## config.mk

```make
export PLATFORM = sky130hd
export DESIGN_NAME = socks5_handshake_parser
export DESIGN_NICKNAME = d
export VERILOG_FILES = /design/src/rtl/s5hs_pkg.sv /design/src/rtl/socks5_handshake_parser.sv
export SDC_FILE = /design/constraint.sdc
export NUM_CORES = 1
export LEC_CHECK = 0
export BUFFER_PORTS_ARGS = -buffer_cell sky130_fd_sc_hd__buf_2
export CORE_UTILIZATION = 30
export DETAILED_ROUTE_END_ITERATION = 8
export PLACE_DENSITY_LB_ADDON = 0.1
export SLEW_MARGIN = 10
export SYNTH_ARGS = -nofsm -noshare
export SYNTH_HDL_FRONTEND = slang
export SYNTH_SLANG_ARGS = --single-unit
```

## constraint.sdc

```tcl
create_clock -name i_clk -period 20.6 [get_ports i_clk]
set_clock_uncertainty 0.2 [all_clocks]
set_input_delay 0 -clock i_clk [delete_from_list [all_inputs] [get_ports i_clk]]
set_output_delay 0 -clock i_clk [all_outputs]
set_load 0.02 [all_outputs]
```

## src/rtl/s5hs_pkg.sv

```systemverilog
// Package for the SOCKS5 server handshake parser: phase, result kind and
// reply-sequence types, protocol constants, and reply-byte helpers.
// No dependencies.
package s5hs_pkg;

    localparam int unsigned IDX_W     = 4;   // result index within one descriptor
    localparam int unsigned REPLY_LEN = 10;  // bytes in a request reply

    localparam logic [7:0] SOCKS_VER      = 8'h05;
    localparam logic [7:0] METHOD_NO_AUTH = 8'h00;
    localparam logic [7:0] METHOD_NONE    = 8'hFF;
    localparam logic [7:0] CMD_CONNECT    = 8'h01;
    localparam logic [7:0] ATYP_IPV4      = 8'h01;
    localparam logic [7:0] ATYP_DOMAIN    = 8'h03;
    localparam logic [7:0] REP_OK         = 8'h00;
    localparam logic [7:0] REP_CMD_UNSUP  = 8'h07;
    localparam logic [7:0] REP_ATYP_UNSUP = 8'h08;
    localparam logic [7:0] REP_RSV        = 8'h00;

    typedef enum logic [4:0] {
        PH_NEGOTIATE = 5'b00001,
        PH_REQUEST   = 5'b00010,
        PH_RELAY     = 5'b00100,
        PH_CLOSING   = 5'b01000,
        PH_CLOSED    = 5'b10000
    } t_phase;

    typedef enum logic [2:0] {
        K_REPLY       = 3'd0,
        K_OPEN4       = 3'd1,
        K_DOMAIN      = 3'd2,
        K_OPENDOM     = 3'd3,
        K_RELAY       = 3'd4,
        K_CLOSE_LATER = 3'd5,
        K_CLOSE_NOW   = 3'd6
    } t_kind;

    // Shape of the result burst caused by one client byte
    typedef enum logic [2:0] {
        SEQ_SINGLE   = 3'd0,  // one result: kind + data
        SEQ_NEG_OK   = 3'd1,  // 05 00
        SEQ_NEG_FAIL = 3'd2,  // 05 FF, close later
        SEQ_REQ_FAIL = 3'd3,  // 10-byte reply with error code, close later
        SEQ_OPEN     = 3'd4   // open event, 10-byte success reply
    } t_seq;

    typedef struct packed {
        t_seq        seq;
        t_kind       kind;
        logic [7:0]  data;
        logic [31:0] addr;
        logic [15:0] port;
        logic [7:0]  code;
    } t_desc;

    function automatic logic [IDX_W-1:0] seq_len(input t_seq s);
        logic [IDX_W-1:0] len;
        unique case (s)
            SEQ_SINGLE:   len = IDX_W'(1);
            SEQ_NEG_OK:   len = IDX_W'(2);
            SEQ_NEG_FAIL: len = IDX_W'(3);
            SEQ_REQ_FAIL: len = IDX_W'(REPLY_LEN + 1);
            SEQ_OPEN:     len = IDX_W'(REPLY_LEN + 1);
            default:      len = IDX_W'(1);
        endcase
        return len;
    endfunction

    // Byte at position pos of the reply: VER REP RSV ATYP(1) 0.0.0.0 PORT
    function automatic logic [7:0] reply_byte(input logic [IDX_W-1:0] pos,
                                              input logic [7:0] code,
                                              input logic [15:0] port);
        logic [7:0] b;
        unique case (pos)
            IDX_W'(0): b = SOCKS_VER;
            IDX_W'(1): b = code;
            IDX_W'(2): b = REP_RSV;
            IDX_W'(3): b = ATYP_IPV4;
            IDX_W'(8): b = port[15:8];
            IDX_W'(9): b = port[7:0];
            default:   b = 8'h00;
        endcase
        return b;
    endfunction

endpackage

```

## src/rtl/socks5_handshake_parser.sv

```systemverilog
// Top level of the SOCKS5 server handshake parser (no auth, CONNECT only).
// Depends on s5hs_pkg for types, constants and reply-byte helpers.
//
//  channel  | direction | handshake          | payload
//  ---------+-----------+--------------------+-------------------------------------------
//  input    | in        | i_valid / o_stall  | i_action, i_data_byte
//  result   | out       | o_valid / i_stall  | o_kind, o_out_byte, o_dest_address,
//           |           |                    | o_dest_port, o_last
//
//  One client byte can be taken every cycle while o_stall is low. The parser state
//  updates in the accept cycle and pushes one burst descriptor into a two-slot
//  queue; the output side plays a descriptor out at one result per cycle while
//  i_stall is low (1 to 11 results per descriptor).
//  o_stall rises only when both queue slots are occupied (registered, no path
//  from i_stall). Reset is synchronous and active low.
//  Items that cause no result (new connection, bytes after close) push nothing.
module socks5_handshake_parser
    import s5hs_pkg::*;
(
    input  logic        i_clk,
    input  logic        i_rst_n,
    // input channel
    input  logic        i_valid,
    output logic        o_stall,
    input  logic        i_action,
    input  logic [7:0]  i_data_byte,
    // result channel
    output logic        o_valid,
    input  logic        i_stall,
    output logic [2:0]  o_kind,
    output logic [7:0]  o_out_byte,
    output logic [31:0] o_dest_address,
    output logic [15:0] o_dest_port,
    output logic        o_last
);

    // ------------------------------------------------------------------
    // Parser state
    // ------------------------------------------------------------------
    t_phase      r_phase,        n_phase;
    logic [8:0]  r_byte_count,   n_byte_count;
    logic [7:0]  r_version_seen, n_version_seen;
    logic [7:0]  r_method_count, n_method_count;
    logic        r_no_auth,      n_no_auth;
    logic [7:0]  r_address_type, n_address_type;   // holds command until ATYP arrives
    logic [7:0]  r_domain_len,   n_domain_len;
    logic [31:0] r_addr_shift,   n_addr_shift;
    logic [15:0] r_port_shift,   n_port_shift;

    // Descriptor queue (two slots)
    t_desc            r_q [2];
    logic             r_wr_ptr;
    logic             r_rd_ptr;
    logic [1:0]       r_cnt;
    logic [IDX_W-1:0] r_idx;

    logic  w_accept;
    logic  w_push;
    logic  w_pop;
    logic  w_fire;
    t_desc n_desc;
    t_desc w_head;
    logic [IDX_W-1:0] w_len;
    logic  w_done;

    assign o_stall  = (r_cnt == 2'd2);
    assign w_accept = i_valid && !o_stall;

    // ------------------------------------------------------------------
    // Next-state logic for one accepted transaction
    // ------------------------------------------------------------------
    always_comb begin
        n_phase        = r_phase;
        n_byte_count   = r_byte_count;
        n_version_seen = r_version_seen;
        n_method_count = r_method_count;
        n_no_auth      = r_no_auth;
        n_address_type = r_address_type;
        n_domain_len   = r_domain_len;
        n_addr_shift   = r_addr_shift;
        n_port_shift   = r_port_shift;
        w_push         = 1'b0;
        w_done         = 1'b0;
        n_desc         = '{seq: SEQ_SINGLE, kind: K_REPLY, data: 8'h00,
                           addr: 32'h0, port: 16'h0, code: 8'h00};

        if (w_accept) begin
            if (!i_action) begin
                // new connection: back to the start, nothing emitted
                n_phase        = PH_NEGOTIATE;
                n_byte_count   = 9'd0;
                n_version_seen = 8'h00;
                n_method_count = 8'h00;
                n_no_auth      = 1'b0;
                n_address_type = 8'h00;
                n_domain_len   = 8'h00;
                n_addr_shift   = 32'h0;
                n_port_shift   = 16'h0;
            end else begin
                unique case (r_phase)
                    PH_NEGOTIATE: begin
                        n_byte_count = r_byte_count + 9'd1;
                        if (r_byte_count == 9'd0) begin
                            n_version_seen = i_data_byte;
                        end else if (r_byte_count == 9'd1) begin
                            n_method_count = i_data_byte;
                            w_done         = (i_data_byte == 8'h00);
                        end else begin
                            if (i_data_byte == METHOD_NO_AUTH) begin
                                n_no_auth = 1'b1;
                            end
                            w_done = (r_byte_count == ({1'b0, r_method_count} + 9'd1));
                        end
                        if (w_done) begin
                            w_push = 1'b1;
                            if (r_version_seen != SOCKS_VER) begin
                                n_desc.kind = K_CLOSE_NOW;
                                n_phase     = PH_CLOSED;
                            end else if (n_no_auth) begin
                                n_desc.seq   = SEQ_NEG_OK;
                                n_phase      = PH_REQUEST;
                                n_byte_count = 9'd0;
                            end else begin
                                n_desc.seq = SEQ_NEG_FAIL;
                                n_phase    = PH_CLOSING;
                            end
                        end
                    end

                    PH_REQUEST: begin
                        n_byte_count = r_byte_count + 9'd1;
                        if (r_byte_count == 9'd0) begin
                            n_version_seen = i_data_byte;
                        end else if (r_byte_count == 9'd1) begin
                            n_address_type = i_data_byte;
                        end else if (r_byte_count == 9'd2) begin
                            // reserved byte, ignored
                        end else if (r_byte_count == 9'd3) begin
                            if (r_version_seen != SOCKS_VER) begin
                                w_push      = 1'b1;
                                n_desc.kind = K_CLOSE_NOW;
                                n_phase     = PH_CLOSED;
                            end else if (r_address_type != CMD_CONNECT) begin
                                w_push      = 1'b1;
                                n_desc.seq  = SEQ_REQ_FAIL;
                                n_desc.code = REP_CMD_UNSUP;
                                n_phase     = PH_CLOSING;
                            end else if (i_data_byte == ATYP_IPV4 ||
                                         i_data_byte == ATYP_DOMAIN) begin
                                n_address_type = i_data_byte;
                            end else begin
                                w_push      = 1'b1;
                                n_desc.seq  = SEQ_REQ_FAIL;
                                n_desc.code = REP_ATYP_UNSUP;
                                n_phase     = PH_CLOSING;
                            end
                        end else if (r_address_type == ATYP_IPV4) begin
                            if (r_byte_count <= 9'd7) begin
                                n_addr_shift = {r_addr_shift[23:0], i_data_byte};
                            end else begin
                                n_port_shift = {r_port_shift[7:0], i_data_byte};
                                if (r_byte_count == 9'd9) begin
                                    w_push      = 1'b1;
                                    n_desc.seq  = SEQ_OPEN;
                                    n_desc.kind = K_OPEN4;
                                    n_desc.addr = r_addr_shift;
                                    n_desc.port = n_port_shift;
                                    n_desc.code = REP_OK;
                                    n_phase     = PH_RELAY;
                                end
                            end
                        end else begin
                            // domain name: length, name bytes, two port bytes
                            if (r_byte_count == 9'd4) begin
                                n_domain_len = i_data_byte;
                            end else if (r_byte_count <= ({1'b0, r_domain_len} + 9'd4)) begin
                                w_push      = 1'b1;
                                n_desc.kind = K_DOMAIN;
                                n_desc.data = i_data_byte;
                            end else begin
                                n_port_shift = {r_port_shift[7:0], i_data_byte};
                                if (r_byte_count == ({1'b0, r_domain_len} + 9'd6)) begin
                                    w_push      = 1'b1;
                                    n_desc.seq  = SEQ_OPEN;
                                    n_desc.kind = K_OPENDOM;
                                    n_desc.port = n_port_shift;
                                    n_desc.code = REP_OK;
                                    n_phase     = PH_RELAY;
                                end
                            end
                        end
                    end

                    PH_RELAY: begin
                        w_push      = 1'b1;
                        n_desc.kind = K_RELAY;
                        n_desc.data = i_data_byte;
                    end

                    default: begin
                        // closing / closed: bytes are dropped
                    end
                endcase
            end
        end
    end

    // ------------------------------------------------------------------
    // Result playout from the queue head
    // ------------------------------------------------------------------
    assign w_head  = r_q[r_rd_ptr];
    assign w_len   = seq_len(w_head.seq);
    assign o_valid = (r_cnt != 2'd0);
    assign o_last  = (r_idx == (w_len - IDX_W'(1)));
    assign w_fire  = o_valid && !i_stall;
    assign w_pop   = w_fire && o_last;

    always_comb begin
        o_kind         = K_REPLY;
        o_out_byte     = 8'h00;
        o_dest_address = 32'h0;
        o_dest_port    = 16'h0;
        unique case (w_head.seq)
            SEQ_SINGLE: begin
                o_kind     = w_head.kind;
                o_out_byte = w_head.data;
            end
            SEQ_NEG_OK: begin
                o_out_byte = (r_idx == IDX_W'(0)) ? SOCKS_VER : METHOD_NO_AUTH;
            end
            SEQ_NEG_FAIL: begin
                if (r_idx == IDX_W'(0)) begin
                    o_out_byte = SOCKS_VER;
                end else if (r_idx == IDX_W'(1)) begin
                    o_out_byte = METHOD_NONE;
                end else begin
                    o_kind = K_CLOSE_LATER;
                end
            end
            SEQ_REQ_FAIL: begin
                if (r_idx == IDX_W'(REPLY_LEN)) begin
                    o_kind = K_CLOSE_LATER;
                end else begin
                    o_out_byte = reply_byte(r_idx, w_head.code, 16'h0);
                end
            end
            SEQ_OPEN: begin
                if (r_idx == IDX_W'(0)) begin
                    o_kind         = w_head.kind;
                    o_dest_address = w_head.addr;
                    o_dest_port    = w_head.port;
                end else begin
                    o_out_byte = reply_byte(r_idx - IDX_W'(1), w_head.code, w_head.port);
                end
            end
            default: begin
                o_kind = K_REPLY;
            end
        endcase
    end

    // ------------------------------------------------------------------
    // Registers
    // ------------------------------------------------------------------
    always_ff @(posedge i_clk) begin
        if (!i_rst_n) begin
            r_phase        <= PH_NEGOTIATE;
            r_byte_count   <= 9'd0;
            r_version_seen <= 8'h00;
            r_method_count <= 8'h00;
            r_no_auth      <= 1'b0;
            r_address_type <= 8'h00;
            r_domain_len   <= 8'h00;
            r_addr_shift   <= 32'h0;
            r_port_shift   <= 16'h0;
            r_wr_ptr       <= 1'b0;
            r_rd_ptr       <= 1'b0;
            r_cnt          <= 2'd0;
            r_idx          <= '0;
        end else begin
            r_phase        <= n_phase;
            r_byte_count   <= n_byte_count;
            r_version_seen <= n_version_seen;
            r_method_count <= n_method_count;
            r_no_auth      <= n_no_auth;
            r_address_type <= n_address_type;
            r_domain_len   <= n_domain_len;
            r_addr_shift   <= n_addr_shift;
            r_port_shift   <= n_port_shift;
            if (w_push) begin
                r_wr_ptr <= ~r_wr_ptr;
            end
            if (w_pop) begin
                r_rd_ptr <= ~r_rd_ptr;
                r_idx    <= '0;
            end else if (w_fire) begin
                r_idx <= r_idx + IDX_W'(1);
            end
            r_cnt <= r_cnt + {1'b0, w_push} - {1'b0, w_pop};
        end
    end

    // queue payload, no reset needed
    always_ff @(posedge i_clk) begin
        if (w_push) begin
            r_q[r_wr_ptr] <= n_desc;
        end
    end

    // ------------------------------------------------------------------
    // Assertions
    // ------------------------------------------------------------------
    a_cnt_range: assert property (@(posedge i_clk) disable iff (!i_rst_n)
        r_cnt != 2'd3)
        else $error("descriptor queue overflow");

    a_idx_in_burst: assert property (@(posedge i_clk) disable iff (!i_rst_n)
        o_valid |-> (r_idx < w_len))
        else $error("result index beyond burst length");

    a_burst_starts_at_zero: assert property (@(posedge i_clk) disable iff (!i_rst_n)
        $rose(o_valid) |-> (r_idx == '0))
        else $error("burst did not start at first result");

    a_drain_empties: assert property (@(posedge i_clk) disable iff (!i_rst_n)
        (r_cnt == 2'd1 && w_pop && !w_push) |=> !o_valid)
        else $error("valid held after last descriptor drained");

    a_closed_silent: assert property (@(posedge i_clk) disable iff (!i_rst_n)
        (w_accept && i_action && (r_phase == PH_CLOSING || r_phase == PH_CLOSED))
            |-> !w_push)
        else $error("result produced after close");

endmodule

```

==> impl_metrics.env <==
export IMPL_avgSynthCellArea_um2=10.48
export IMPL_internal_power_uw=806.7
export IMPL_finalSetupViolCount=0
export IMPL_max_slew_margin=0.2950
export IMPL_antenna_found_initial=0
export IMPL_drt_initial_drc_count=518
export IMPL_diodes=0
export IMPL_p_switching_uw=234.1
export IMPL_final_nets=1144
export IMPL_power_leakage_uw=0.004501
export IMPL_yosys_top_cells_count="edfxtp_1, nor2_1, dfxtp_1, mux2i_1, nand2_1"
export IMPL_syn_nets=1080
export IMPL_outcome="complete, but fails checks"
export IMPL_maxSlewViolCount=0
export IMPL_dp_final_hpwl_um=19180
export IMPL_use_met2=0.2514
export IMPL_post_cts_buffers=0
export IMPL_synth_top_area_cell="edfxtp_1"
export IMPL_vias=7982
export IMPL_tightest_slew_ns=1.058
export IMPL_hp_class="in -> reg"
export IMPL_syn_area_mm2=0.01094
export IMPL_swShare=0.2249
export IMPL_fp_dieW_um=193.0
export IMPL_drt_wl_total_um=29570
export IMPL_fmax_ghz=0.2379
export IMPL_tritoncts="done"
export IMPL_cp_arrival_ns=4.16
export IMPL_htreeDepth=1
export IMPL_finalCriticalPeriod_ns=4.203
export IMPL_groute_usage_overall=0.1580
export IMPL_areaGrowthSynthToFinish_pct=17.48
export IMPL_grt_start_max_net_pins=65
export IMPL_multi_input_area_mm2=0.004882
export IMPL_critPathRequiredTime_ns=20.55
export IMPL_cts_made_buffers=28
export IMPL_drc=14
export IMPL_die_y_um=193.0
export IMPL_numPortBuffers=74
export IMPL_clock_path_buffers=3
export IMPL_first_global_vias=7563
export IMPL_grt_setup_unrepaired="no"
export IMPL_fin_util=0.3597
export IMPL_grt_pass1_wl_um=45200
export IMPL_fillers=3612
export IMPL_pwr_share_seq=0.459
export IMPL_seq_area_mm2=0.005769
export IMPL_dr_pass1_iters=7
export IMPL_viasPerCell=5.017
export IMPL_cts_sinks=224
export IMPL_yosysWarningCount=0
export IMPL_crit_path_end_kind="flop"
export IMPL_die_area_mm2=0.03724
export IMPL_synthFlopType="edfxtp_1"
export IMPL_clk_latency_ns=0.53
export IMPL_synth_most_common_cell="edfxtp_1"
export IMPL_drive_above_1_share=0.1504
export IMPL_maxCapViolations=0
export IMPL_use_met1=0.2264
export IMPL_gp_congestion=0.8209
export IMPL_synth_top_cell_area_share=0.3513
export IMPL_ys_async_sr_fraction=0
export IMPL_p_clk_frac=0.490
export IMPL_io_pins=75
export IMPL_synthDistinctLibCells=76
export IMPL_row_count=69
export IMPL_dp_slack_ns=16.42
export IMPL_grt_overflow_total=0
export IMPL_hold_viol_final=0
export IMPL_initial_core_util=0.3061
export IMPL_synth_edf_count=128
export IMPL_setup_tns_ns=0
export IMPL_synthCells=1044
export IMPL_worst_slack_ns=16.40
export IMPL_root_buffer="clkbuf_16"
export IMPL_synthTopCellsByArea="edfxtp_1, dfxtp_1, mux2i_1, nor2_1, and2_1"
export IMPL_setup_worst_path_class="reg -> reg"
export IMPL_period_share=0.2040
export IMPL_p_per_area_mw_per_mm2=80.97
export IMPL_combPwrFrac=0.052
export IMPL_detail_route_wl_per_cell_um=18.59
export IMPL_ant_nets=0
export IMPL_grt_met3_usage=0.02335
export IMPL_top_usage_layer="met2"
export IMPL_violations="DRC"
export IMPL_startpoint_type="flop"
export IMPL_max_vdd_ir_drop_uv=60.54
export IMPL_core_area_mm2=0.03574
export IMPL_crit_fanout=64
export IMPL_cts_resized=0
export IMPL_clkTransAtPathRegs_ns=0.06
export IMPL_ys_seq_area_frac=0.5269
export IMPL_synth_seq_cells=224
[placed cells by master, fill, tap and decap left out, types with 16 or more instances in the layout]
master,n
nand2_1,77
a21oi_1,53
nor2_1,124
o21ai_0,18
mux2i_1,95
nand3_1,58
and2_1,74
xor2_1,16
dfxtp_1,95
ha_1,23
edfxtp_1,128
nor3_1,23
clkbuf_16,32
buf_2,74
[routing by layer]
layer | vias up | part of all wire
met5 | - | 0
met4 | 0 | 0.013
met3 | 32 | 0.039
met2 | 146 | 0.45
met1 | 3894 | 0.50
li1 | 3910 | -
[flip-flops by register name, indices dropped and copies added (netlist names), 5 cells and up, named ones only]
register and flops:
r_addr_shift 32, r_address_type 8, r_byte_count 9, r_domain_len 8, r_method_count 8, r_phase 5, r_port_shift 8, r_q 128
r_version_seen 8
[metrics by stage]
stage	power (µW)	instances	hold slack, ns	instance area [µm²]
3_5_place_dp	539.2	1525	0.1624	11730
3_3_place_gp	539.4	1525	0.1438	11730
5_1_grt	1077	1591	0.1754	12850
6_report	1041	1591	0.1618	12850
4_1_cts	1055	1591	0.1406	12850
2_1_floorplan	522.4	1044	-0.002065	10940
[final timing paths]
| check | slack [ns] | from | cells after the start | endpoint |
|---|---|---|---|---|
| setup / recovery | 16.40 | r_domain_len[3]$_SDFFE_PN0P_ | 11 | r_q[0][11]$_DFFE_PP_ |
| hold / removal | 0.16 | i_data_byte[4] | 3 | r_q[0][12]$_DFFE_PP_ |
| setup reg to reg | 16.40 | r_domain_len[3]$_SDFFE_PN0P_ | 11 | r_q[0][11]$_DFFE_PP_ |
| hold reg to reg | 0.25 | r_addr_shift[25]$_SDFFE_PN0P_ | 2 | r_addr_shift[25]$_SDFFE_PN0P_ |
[worst max-delay path, cell delays in order (launching register included)]
cell,delay [ns]
dfxtp_1,0.45
ha_1,0.28
nand3_1,0.12
xor2_1,0.18
ha_1,0.31
a22o_1,0.21
o41ai_1,0.44
a21o_1,0.25
o21a_1,0.15
o21ai_1,0.19
a211oi_4,0.26
buf_4,0.78
[cell families (layout without fill, tap and decap cells)]
family                     Yosys count  count (layout)  synth area share
xor gates and xnor gates            31              31           0.02481
DFF                                224             224            0.5269
buffers and inverters               80             166           0.02962
adders and majority gates           23              23           0.02630
and+or+nand+nor                    423             423            0.1970
muxes                              106             106           0.09846
AOI/OAI and AO/OA                  157             157           0.09686
[final cells by class]
class,instances,area share
flip-flops and latches,224,0.4488
multi-input cells,740,0.3798
clock buffers,38,0.06638
repair buffers,97,0.04497
well taps,461,0.04487
clock inverters,14,0.01022
inverters,17,0.004964
[repair_timing]
item | in CTS | in global routing
hold buffers | 14 | 0
hold endpoints to repair | 95 | 0
setup endpoints to repair | 0 | 0
[power groups by stage]
stage / Clock, µW / Combinational, µW / Sequential (µW)
after floorplan: 0 / 38.0 / 484
after global placement: 0 / 52.6 / 487
after detailed placement: 0 / 52.4 / 487
after CTS: 524 / 54.3 / 477
after global routing: 541 / 58.7 / 478
final: 510 / 53.6 / 477
No activity file was read; power rests on OpenSTA's default activity.
